## src/assert_macros.svh

```systemverilog
// Assertion macros for the centered window average RTL.
// No dependencies; each file that asserts includes this header.
`ifndef ASSERT_MACROS_SVH
`define ASSERT_MACROS_SVH

// Check a property on every rising clock edge outside reset.
`define CWA_ASSERT(lbl, prop, msg) \
  lbl: assert property (@(posedge clk_i) disable iff (!rst_ni) (prop)) else $error(msg);

// Check that a condition is followed by an expected state in the next cycle.
`define CWA_ASSERT_NEXT(lbl, cond, post, msg) \
  `CWA_ASSERT(lbl, (cond) |=> (post), msg)

`endif

```

## src/cwa_pkg.sv

```systemverilog
// Package for the centered window average block: sizes, payload structs, states.
// No dependencies; used by centered_window_average_top, the checker and the testbench.
package cwa_pkg;

  localparam int SAMPLE_BITS = 16;
  localparam int MAX_RADIUS  = 31;

  localparam int RadiusBits = $clog2(MAX_RADIUS + 1);
  localparam int WinBits    = RadiusBits + 1;
  localparam int HistDepth  = 2 ** WinBits;
  localparam int HistBits   = WinBits;
  localparam int SumBits    = SAMPLE_BITS + WinBits;
  localparam int CountBits  = WinBits + 1;
  localparam int AvgBits    = SAMPLE_BITS + 1;
  localparam int StepBits   = $clog2(SumBits);

  localparam logic [CountBits-1:0] CountMax = '1;
  localparam logic [StepBits-1:0]  LastStep = StepBits'(SumBits - 1);
  localparam logic signed [AvgBits-1:0] AvgNone = '1;

  typedef struct packed {
    logic [SAMPLE_BITS-1:0] sample;
    logic                   final_sample;
  } in_t;

  typedef struct packed {
    logic signed [AvgBits-1:0] average;
    logic                      end_of_run;
  } out_t;

  typedef enum logic [2:0] {
    ST_IDLE,
    ST_FETCH,
    ST_UPDATE,
    ST_DIVIDE,
    ST_EMIT,
    ST_TAIL
  } state_e;

endpackage

```

## src/cwa_ram.sv

```systemverilog
// Generic single-write, single-read RAM with registered read data.
// No dependencies; holds the sample delay line of the window average block.
module cwa_ram #(
  parameter int WIDTH = 16,
  parameter int DEPTH = 64
) (
  input  logic                     clk_i,
  input  logic                     wr_en_i,
  input  logic [$clog2(DEPTH)-1:0] wr_addr_i,
  input  logic [WIDTH-1:0]         wr_data_i,
  input  logic [$clog2(DEPTH)-1:0] rd_addr_i,
  output logic [WIDTH-1:0]         rd_data_o
);

  logic [WIDTH-1:0] mem_q [DEPTH];
  logic [WIDTH-1:0] rd_data_q;

  // Write port
  always_ff @(posedge clk_i) begin
    if (wr_en_i) begin
      mem_q[wr_addr_i] <= wr_data_i;
    end
  end

  // Registered read port
  always_ff @(posedge clk_i) begin
    rd_data_q <= mem_q[rd_addr_i];
  end

  assign rd_data_o = rd_data_q;

endmodule

```

## src/centered_window_average_top.sv

```systemverilog
// Top level of the centered window average block.
// Depends on cwa_pkg, cwa_ram and assert_macros.svh.
//
// Usage:
//   Input channel (in_valid_i / in_stall_o / in_data_i) carries one sample and
//   an end-of-array flag per transfer. Output channel (out_valid_o /
//   out_stall_i / out_data_o) carries averages; -1 marks positions whose
//   window is incomplete, end_of_run flags the last result of an array.
//   The radius is written through cfg_valid_i / cfg_ready_o / cfg_data_i
//   while the block is idle; the window holds 2*radius+1 samples.
// Sequence:
//   A sample whose window is complete passes through a fetch from the delay
//   line RAM, the sum update, a bit-serial restoring divider giving one
//   quotient bit per cycle over the 22-bit sum, then the load of the output
//   register, which waits while the receiver stalls. Samples giving -1 skip
//   the divider and samples giving no result end after the sum update; the
//   final sample adds one output-register load per trailing -1 result.
// Reset clears the radius, sum, position count and write pointer; the delay
// line is not cleared. A stalled receiver holds the output register; the
// block stalls its input in every state but idle, also while it waits to load it.
`include "assert_macros.svh"

module centered_window_average_top (
  input  logic                                clk_i,
  input  logic                                rst_ni,
  input  logic                                in_valid_i,
  output logic                                in_stall_o,
  input  cwa_pkg::in_t                        in_data_i,
  output logic                                out_valid_o,
  input  logic                                out_stall_i,
  output cwa_pkg::out_t                       out_data_o,
  input  logic                                cfg_valid_i,
  output logic                                cfg_ready_o,
  input  logic [cwa_pkg::RadiusBits-1:0]      cfg_data_i
);

  cwa_pkg::state_e state_q, state_d;

  logic [cwa_pkg::RadiusBits-1:0]  radius_q;
  logic [cwa_pkg::SAMPLE_BITS-1:0] smp_q;
  logic                            fin_q;
  logic [cwa_pkg::SumBits-1:0]     sum_q, sum_d;
  logic [cwa_pkg::CountBits-1:0]   count_q, count_d;
  logic [cwa_pkg::HistBits-1:0]    wp_q, wp_d;
  logic [cwa_pkg::RadiusBits-1:0]  tail_q, tail_d;
  logic [cwa_pkg::SumBits-1:0]     div_q, div_d;
  logic [cwa_pkg::WinBits-1:0]     rem_q, rem_d;
  logic [cwa_pkg::StepBits-1:0]    step_q, step_d;
  logic                            none_q, none_d;
  logic                            out_valid_q, out_valid_d;
  cwa_pkg::out_t                   out_data_q, out_data_d;

  logic [cwa_pkg::WinBits-1:0]     win;
  logic [cwa_pkg::WinBits-1:0]     two_k;
  logic [cwa_pkg::HistBits-1:0]    rd_addr;
  logic [cwa_pkg::SAMPLE_BITS-1:0] rd_data;
  logic                            hist_we;
  logic                            out_free;
  logic                            in_xfer;
  logic [cwa_pkg::SumBits-1:0]     sum_add;
  logic [cwa_pkg::SumBits-1:0]     old_smp;
  logic [cwa_pkg::CountBits:0]     n_items;
  logic [cwa_pkg::WinBits:0]       rem_shift;
  logic                            q_bit;
  logic signed [cwa_pkg::AvgBits-1:0] avg_sat;

  // Window geometry from the live radius
  assign win     = {radius_q, 1'b1};
  assign two_k   = {radius_q, 1'b0};
  assign rd_addr = wp_q - win;
  assign hist_we = (state_q == cwa_pkg::ST_UPDATE);

  // Handshakes
  assign in_stall_o  = (state_q != cwa_pkg::ST_IDLE);
  assign in_xfer     = in_valid_i && !in_stall_o;
  assign cfg_ready_o = (state_q == cwa_pkg::ST_IDLE);
  assign out_free    = !out_valid_q || !out_stall_i;
  assign out_valid_o = out_valid_q;
  assign out_data_o  = out_data_q;

  cwa_ram #(
    .WIDTH (cwa_pkg::SAMPLE_BITS),
    .DEPTH (cwa_pkg::HistDepth)
  ) u_hist (
    .clk_i     (clk_i),
    .wr_en_i   (hist_we),
    .wr_addr_i (wp_q),
    .wr_data_i (smp_q),
    .rd_addr_i (rd_addr),
    .rd_data_o (rd_data)
  );

  // Running sum: add the new sample, drop the one leaving the window
  assign old_smp = (count_q >= cwa_pkg::CountBits'(win))
                   ? cwa_pkg::SumBits'(rd_data) : '0;
  assign sum_add = sum_q + cwa_pkg::SumBits'(smp_q) - old_smp;
  assign n_items = {1'b0, count_q} + 1'b1;

  // One restoring divider step
  assign rem_shift = {rem_q, div_q[cwa_pkg::SumBits-1]};
  assign q_bit     = (rem_shift >= {1'b0, win});

  // Saturate the quotient to the sample range
  assign avg_sat = (div_q[cwa_pkg::SumBits-1:cwa_pkg::SAMPLE_BITS] != '0)
                   ? cwa_pkg::AvgBits'({cwa_pkg::SAMPLE_BITS{1'b1}})
                   : cwa_pkg::AvgBits'(div_q[cwa_pkg::SAMPLE_BITS-1:0]);

  // Hold the state and control registers
  always_ff @(posedge clk_i or negedge rst_ni) begin
    if (!rst_ni) begin
      state_q     <= cwa_pkg::ST_IDLE;
      radius_q    <= '0;
      sum_q       <= '0;
      count_q     <= '0;
      wp_q        <= '0;
      tail_q      <= '0;
      step_q      <= '0;
      none_q      <= 1'b0;
      out_valid_q <= 1'b0;
    end else begin
      state_q     <= state_d;
      sum_q       <= sum_d;
      count_q     <= count_d;
      wp_q        <= wp_d;
      tail_q      <= tail_d;
      step_q      <= step_d;
      none_q      <= none_d;
      out_valid_q <= out_valid_d;
      if (cfg_valid_i && cfg_ready_o) begin
        radius_q <= cfg_data_i;
      end
    end
  end

  // Payload registers
  always_ff @(posedge clk_i) begin
    if (in_xfer) begin
      smp_q <= in_data_i.sample;
      fin_q <= in_data_i.final_sample;
    end
    div_q      <= div_d;
    rem_q      <= rem_d;
    out_data_q <= out_data_d;
  end

  // Next state and datapath control
  always_comb begin
    state_d     = state_q;
    sum_d       = sum_q;
    count_d     = count_q;
    wp_d        = wp_q;
    tail_d      = tail_q;
    div_d       = div_q;
    rem_d       = rem_q;
    step_d      = step_q;
    none_d      = none_q;
    out_valid_d = out_valid_q && out_stall_i;
    out_data_d  = out_data_q;

    case (state_q)
      cwa_pkg::ST_IDLE: begin
        if (in_xfer) begin
          state_d = cwa_pkg::ST_FETCH;
        end
      end

      cwa_pkg::ST_FETCH: begin
        state_d = cwa_pkg::ST_UPDATE;
      end

      cwa_pkg::ST_UPDATE: begin
        // Trailing -1 count for the end of the array
        tail_d = (n_items < (cwa_pkg::CountBits + 1)'(radius_q))
                 ? cwa_pkg::RadiusBits'(n_items) : radius_q;
        if (fin_q) begin
          sum_d   = '0;
          count_d = '0;
          wp_d    = '0;
        end else begin
          sum_d   = sum_add;
          count_d = (count_q == cwa_pkg::CountMax) ? count_q : count_q + 1'b1;
          wp_d    = wp_q + 1'b1;
        end
        div_d  = sum_add;
        rem_d  = '0;
        step_d = '0;
        if (count_q >= cwa_pkg::CountBits'(two_k)) begin
          none_d  = 1'b0;
          state_d = cwa_pkg::ST_DIVIDE;
        end else if (count_q >= cwa_pkg::CountBits'(radius_q)) begin
          none_d  = 1'b1;
          state_d = cwa_pkg::ST_EMIT;
        end else if (fin_q) begin
          state_d = cwa_pkg::ST_TAIL;
        end else begin
          state_d = cwa_pkg::ST_IDLE;
        end
      end

      cwa_pkg::ST_DIVIDE: begin
        // Shift in one dividend bit, subtract the window length if it fits
        rem_d  = q_bit ? cwa_pkg::WinBits'(rem_shift - {1'b0, win})
                       : cwa_pkg::WinBits'(rem_shift);
        div_d  = {div_q[cwa_pkg::SumBits-2:0], q_bit};
        step_d = step_q + 1'b1;
        if (step_q == cwa_pkg::LastStep) begin
          state_d = cwa_pkg::ST_EMIT;
        end
      end

      cwa_pkg::ST_EMIT: begin
        if (out_free) begin
          out_valid_d           = 1'b1;
          out_data_d.average    = none_q ? cwa_pkg::AvgNone : avg_sat;
          out_data_d.end_of_run = fin_q && (tail_q == '0);
          state_d = (fin_q && (tail_q != '0)) ? cwa_pkg::ST_TAIL : cwa_pkg::ST_IDLE;
        end
      end

      cwa_pkg::ST_TAIL: begin
        if (out_free) begin
          out_valid_d           = 1'b1;
          out_data_d.average    = cwa_pkg::AvgNone;
          out_data_d.end_of_run = (tail_q == cwa_pkg::RadiusBits'(1));
          tail_d                = tail_q - 1'b1;
          if (tail_q == cwa_pkg::RadiusBits'(1)) begin
            state_d = cwa_pkg::ST_IDLE;
          end
        end
      end

      default: begin
        state_d = cwa_pkg::ST_IDLE;
      end
    endcase
  end

  // Checks
  `CWA_ASSERT(a_rem_bound, (state_q != cwa_pkg::ST_DIVIDE) || (rem_q < win),
              "divider remainder out of range")
  `CWA_ASSERT(a_tail_nonzero, (state_q != cwa_pkg::ST_TAIL) || (tail_q != '0),
              "tail state with no results left")
  `CWA_ASSERT_NEXT(a_end_clear, (state_q == cwa_pkg::ST_UPDATE) && fin_q,
                   (sum_q == '0) && (count_q == '0) && (wp_q == '0),
                   "array state not cleared at end of array")

endmodule

```

## config.mk

```make
export PLATFORM = sky130hd
export DESIGN_NAME = centered_window_average_top
export DESIGN_NICKNAME = d
export VERILOG_FILES = /design/src/cwa_pkg.sv /design/src/cwa_ram.sv /design/src/centered_window_average_top.sv
export VERILOG_INCLUDE_DIRS = /design/src /design/src/src
export SDC_FILE = /design/constraint.sdc
export NUM_CORES = 1
export LEC_CHECK = 0
export BUFFER_PORTS_ARGS = -buffer_cell sky130_fd_sc_hd__buf_2
export CAP_MARGIN = 20
export CORE_AREA = 2 2 370 372
export DETAILED_ROUTE_END_ITERATION = 10
export DIE_AREA = 0 0 372 374
export GPL_TIMING_DRIVEN = 1
export MAX_ROUTING_LAYER = met4
export SLEW_MARGIN = 20
export SYNTH_ARGS = -nofsm -noshare
export SYNTH_HDL_FRONTEND = slang
export SYNTH_SLANG_ARGS = --single-unit
export TNS_END_PERCENT = 5
```

## constraint.sdc

```tcl
create_clock -name clk_i -period 4.35 [get_ports clk_i]
set_clock_uncertainty 0.15 [all_clocks]
set_input_delay 0.87 -clock clk_i [delete_from_list [all_inputs] [get_ports clk_i]]
set_output_delay 0.87 -clock clk_i [all_outputs]
set_load 0.02 [all_outputs]
```

== Yosys cells after proc, flatten, opt, wreduce, memory -nomap -nowiden ==
Memories as Yosys holds them, arrays and structs flattened. A register that Yosys moved wholly into a read port is not among the register bits.
Cells that the tools add are included.
Word-level totals
  input bits: 27
  output and inout port bits: 21
  logic and storage cells: 101
  flip-flop bits (word level): 118
  memories: 1
  bits in writable memories: 1024
Memory list
  u_hist.mem_q: depth 64, bits a word 16, rd ports 1, clocked after memory_dff 1, write ports 1, RTL line cwa_ram.sv:15  | logic [WIDTH-1:0] mem_q [DEPTH];
Operators by class
  equality and inequality tests: 14
  reduce and logical (&&, ||, !) cells: 24
  muxes and demuxes: 33
  order comparisons: 5
  $add $sub $neg: 9
Operator list (count)
  22-bit one-hot mux with 2 select lines: 1
  18-bit 2-to-1 mux: 2
  18-bit one-hot mux with 2 select lines: 1
  16-bit 2-to-1 mux: 2
  3-bit 2-to-1 mux: 9
  22-bit by 16-bit adder with 22-bit output: 1
  22-bit 2-to-1 mux: 1
  22-bit by 16-bit subtractor with 22-bit output: 1
  7-bit by 6-bit greater-or-equal comparator with 1-bit output: 3
  5-bit one-hot mux with 2 select lines: 2
  3-bit one-hot mux with 6 select lines: 1
  17-bit 2-to-1 mux: 1
  7-bit 2-to-1 mux: 2
  6-bit 2-to-1 mux: 2
  6-bit one-hot mux with 2 select lines: 1
  6-bit subtractor: 2
  5-bit 2-to-1 mux: 2
  2-bit inequality test, second input constant: 5
  7-bit by 1-bit adder with 8-bit output, second input constant: 1
  8-bit by 5-bit < comparator with 1-bit output: 1
  2-bit nonzero test: 4
  7-bit by 1-bit adder with 7-bit output, second input constant: 1
  7-bit equality test, second input constant: 1
  7-bit by 5-bit greater-or-equal comparator with 1-bit output: 1
  22 further kinds: 37

== Depth between registers and ports, before layout ==
  depth after elaboration: 5
  mapped depth: 19
  depth with buffers taken out: 18

== Hierarchy ==
A second synthesis with hierarchy kept.
Second synthesis, totals
  cells, all modules: 2590
  area total of the unflattened synthesis: 47584.4 µm²
By module, submodules not included
  cwa_ram: area each 40042.2 µm², instances 1, sequential area each 31069.8 µm², cells each 1829
  centered_window_average_top: area each 7542.2 µm², instances 1, sequential area each 3268.1 µm², cells each 761

== Worst setup path before layout ==
Ideal clock, no wire load.
  path type: register to register
  from: reg radius_q[3] (netlist bit)
  to: reg div_q[20] (netlist bit) (data pin)
  cell stages (with the launch flop): 19
  library setup time: 0.268 ns
  clock period less this slack: 4.475 ns
  arrival: 4.057 ns
  buffers on the path: 0
  data required time: 3.932 ns
  slack: -0.125 ns
  cell sequence: dfrtp_1 inv_1 ha_1 a21o_1 a211oi_1 o21ai_0 and2_1 ha_1 inv_1 ha_1 fa_1 a21o_1 a21oi_1 o21bai_1 a211oi_2 o211ai_1 a221oi_1 xor2_1 o21ai_0
Between the ends
  cells in the longest elaborated chain, start to end: 4
Ends and longest elaborated chain
  from (decl): RTL line centered_window_average_top.sv:39  | logic [cwa_pkg::RadiusBits-1:0] radius_q;
  from (signal assigned): RTL line centered_window_average_top.sv:130  | radius_q <= cfg_data_i;
  7-bit by 6-bit greater-or-equal comparator with 1-bit output: RTL line centered_window_average_top.sv:94  | assign old_smp = (count_q >= cwa_pkg::CountBits'(win))
  16-bit 2-to-1 mux: RTL line centered_window_average_top.sv:95  | ? cwa_pkg::SumBits'(rd_data) : '0;
  22-bit by 16-bit subtractor with 22-bit output: RTL line centered_window_average_top.sv:96  | assign sum_add = sum_q + cwa_pkg::SumBits'(smp_q) - old_smp;
  22-bit one-hot mux with 2 select lines: RTL line centered_window_average_top.sv:160  | case (state_q)
  named net div_d, one bit: RTL line centered_window_average_top.sv:46  | logic [cwa_pkg::SumBits-1:0] div_q, div_d;
  to (signal assigned): RTL line centered_window_average_top.sv:141  | div_q <= div_d;
  to (decl): RTL line centered_window_average_top.sv:46
The timed path passes the listed nets, and every way through them passes these cells.
A chain may end at the register's enable or synchronous reset.

== Worst setup path after layout ==
Ends and elaborated chain as after synthesis.

==> reports/results.tsv <==
metric	value	unit
status	complete, no violations	
Ports	48	
Final Max Slew Viols	0	
CP endpoint kind	register	
DRC viols	0	
max_slew headroom	31.7	%
Yosys top cell by area	edfxtp_1	
top cells by area, synth	edfxtp_1 (70%), mux4_2 (15%), dfrtp_1 (2.9%)	
critical path data arrival time	4.64	ns
maximum VDD drop	0.950	mV
TritonCTS clock tree	built	
synth warn	0	
Sink Count	1158	
RSZ-0062 raised after global routing	yes	
synthesis-to-layout area growth	15.7	%
Via Count	23040	
Core Box Area	135000	um2
Setup-failing EPs final	0	
routability cong.	0.820	
most instantiated library cell after synthesis	edfxtp_1	
CP max FO	4	
initial antenna violation count	3	
worst hold path type	in -> async	
GRT busiest layer	met2	
Synth async-reset ratio	4.75	%
commonest cells in the netlist	edfxtp_1 (1087), mux4_2 (320), nor2_1 (97), nand2_1 (96), inv_1 (91)	
Fin. Hold Viols	0	
fin crit period	4.34	ns
per-cell routed wire length	24.5	um
hpwl dp	68.8	mm
H-tree level count	3	
clock latency on the worst-skew pair	0.77	ns
hold buffers post-CTS	0	
largest net degree at the start of global routing	86	
total grt overflow	0	
FP Rows	135	
All-Layer GR Usage	16.1	%
sequential area share after synthesis	73.2	%
antenna-violating nets left	0	
final period utilization	99.7	%
chip width	372	um
critical path required time	4.66	ns
Starting Density	34.7	%
Max Fclk	231	MHz
crit path kind	reg -> reg	
ys flop type	edfxtp_1	
vias per cell	5.18	
mapped cell area	46900	um2
EDFF count, synth	1087	
met1 GRT Util	22.2	%
WL final	109	mm
pwr/cell area	807	nW/um2
Avg Synthesized Cell Area	20.1	um2
Final Util	40.2	%
IO buf count	47	
Synth top area share	69.6	%
synthesized flop and latch total	1158	
Final Worst Setup Slack	0.0143	ns
Max clock buf depth	3	
Chip Height	374	um
reg2reg setup slack	0.01	ns
vias in the first global route	23968	
CTS buffer count	116	
CP Launch Type	register	
Die ar.	139000	um2
Iter 0 DRT Violations	2337	
Post-Synthesis Net Count	2437	
Cells after Synth	2338	
Tightest Pin Transition	1.02	ns
GR Util met2	24.2	%
first-pass GRT wire length	162	mm
Max Cap Violations	0	
met3 Use GR	4.07	%
leakage	17.7	nW
Initial DRT Pass Iterations	5	
post-synth cell types	66	
# nets final	2672	
DP Worst Slack	-0.283	ns
clk slew on worst S/H paths	0.06	ns
Root Driver	clkbuf_16	
share of layout cells above drive strength 1	28.7	%
-- what timing repair did --
action,in CTS,in global routing
setup buffers,3,3
setup endpoints to repair,19,21
gates resized for setup,16,29
pin swaps,10,14
-- path summary, 6_finish.rpt --
path                       cells past startpoint                     from                       to
max                                           19  radius_q[3]$_DFFE_PN0P_      div_q[20]$_DFFE_PP_
min                                            1                   rst_ni      wp_q[3]$_DFFE_PN0P_
max reg2reg                                   19  radius_q[3]$_DFFE_PN0P_      div_q[20]$_DFFE_PP_
min reg2reg                                    2       none_q$_DFFE_PN0P_       none_q$_DFFE_PN0P_
max in group asynchronous                      2                   rst_ni  radius_q[3]$_DFFE_PN0P_
min in group clk_i                             1             in_data_i[0]          fin_q$_DFFE_PP_
-- cell usage in the layout, fill, tap and decap left out, types with 11 or more instances in the layout --
cell type / instances
edfxtp_1: 1087
dfrtp_1: 54
inv_1: 89
buf_2: 47
a21oi_1: 46
and2_1: 19
nand3_1: 19
clkinv_1: 28
fa_1: 16
clkbuf_16: 117
mux4_2: 320
nand2_1: 96
buf_4: 167
nor2_1: 95
dfxtp_1: 16
xnor2_1: 12
clkinv_2: 19
nor2b_1: 21
clkbuf_1: 30
a21o_1: 21
o21ai_0: 54
mux2i_1: 24
nand2b_1: 21
ha_1: 44
a211oi_1: 18
xor2_1: 15
buf_12: 11
-- state kept, by name, summed over array words and instances (netlist names) --
signal,count
radius_q,5
out_data_o,18
rem_q,6
sum_q,22
count_q,7
div_q,22
out_valid_o,1
u_hist.rd_data_o,16
none_q,1
state_q,3
tail_q,5
smp_q,16
u_hist.mem_q,1024
step_q,5
wp_q,6
fin_q,1
-- where the power goes --
part	internal [W]	switching, W	leakage, nW
clock	0.00531	0.00423	1.76
sequential	0.0134	0.000417	10.6
combinational	0.00907	0.0114	5.37
-- worst max-delay path, cell delays in order (launching register included) --
cell,delay (ns)
dfrtp_1,0.38
inv_2,0.08
ha_4,0.20
a21o_1,0.16
a211oi_2,0.27
o21ai_2,0.12
buf_4,0.15
and2_1,0.16
fa_1,0.49
inv_2,0.05
ha_4,0.21
a21o_1,0.18
a21oi_2,0.16
o21bai_2,0.11
a211oi_2,0.22
buf_4,0.16
o211ai_1,0.14
a221oi_2,0.38
xor2_1,0.23
o21ai_1,0.08
-- logic make-up (layout without fill, tap and decap cells) --
family          count (synthesis)  count (layout)  share of synthesized area [%]
flops                        1158            1158                           73.2
mux                           349             349                           16.0
simple gates                  321             321                           3.21
compound gates                203             203                           2.77
buf+inv                       201             528                           1.87
fa+ha+maj                      72              72                           2.21
xor+xnor                       34              34                          0.696
other cells                     0               2                              0
-- layout make-up --
cell class | count | area (um2)
Antenna cell | 2 | 5.00
Clock buffer | 147 | 3040
Clock inverter | 63 | 577
Fill cell | 11803 | 80700
Inverter | 92 | 345
Multi-Input combinational cell | 979 | 12000
Sequential cell | 1158 | 34300
Tap cell | 1781 | 2230
Timing Repair Buffer | 226 | 1720
-- stage by stage --
step | power (W) | cell area, um2 | setup TNS, ns | hold slack, ns | std cells
4_1_cts | 0.0437 | 54100 | 0 | 0.140 | 4443
3_3_place_gp | 0.0337 | 50300 | -1.63 | 0.323 | 4230
2_1_floorplan | 0.0265 | 46900 | -0.00529 | 0.299 | 2338
3_5_place_dp | 0.0340 | 50300 | -2.66 | 0.339 | 4230
6_report | 0.0438 | 54300 | 0 | 0.168 | 4448
5_1_grt | 0.0458 | 54300 | -0.961 | 0.152 | 4447
-- per-layer routing --
| layer | routed length, um | vias up |
|---|---|---|
| met3 | 7790 | 147 |
| met5 | 0 | - |
| met1 | 48200 | 12265 |
| met2 | 51000 | 712 |
| li1 | - | 9916 |
| met4 | 2120 | 0 |
No activity file was read; power rests on OpenSTA's default activity.
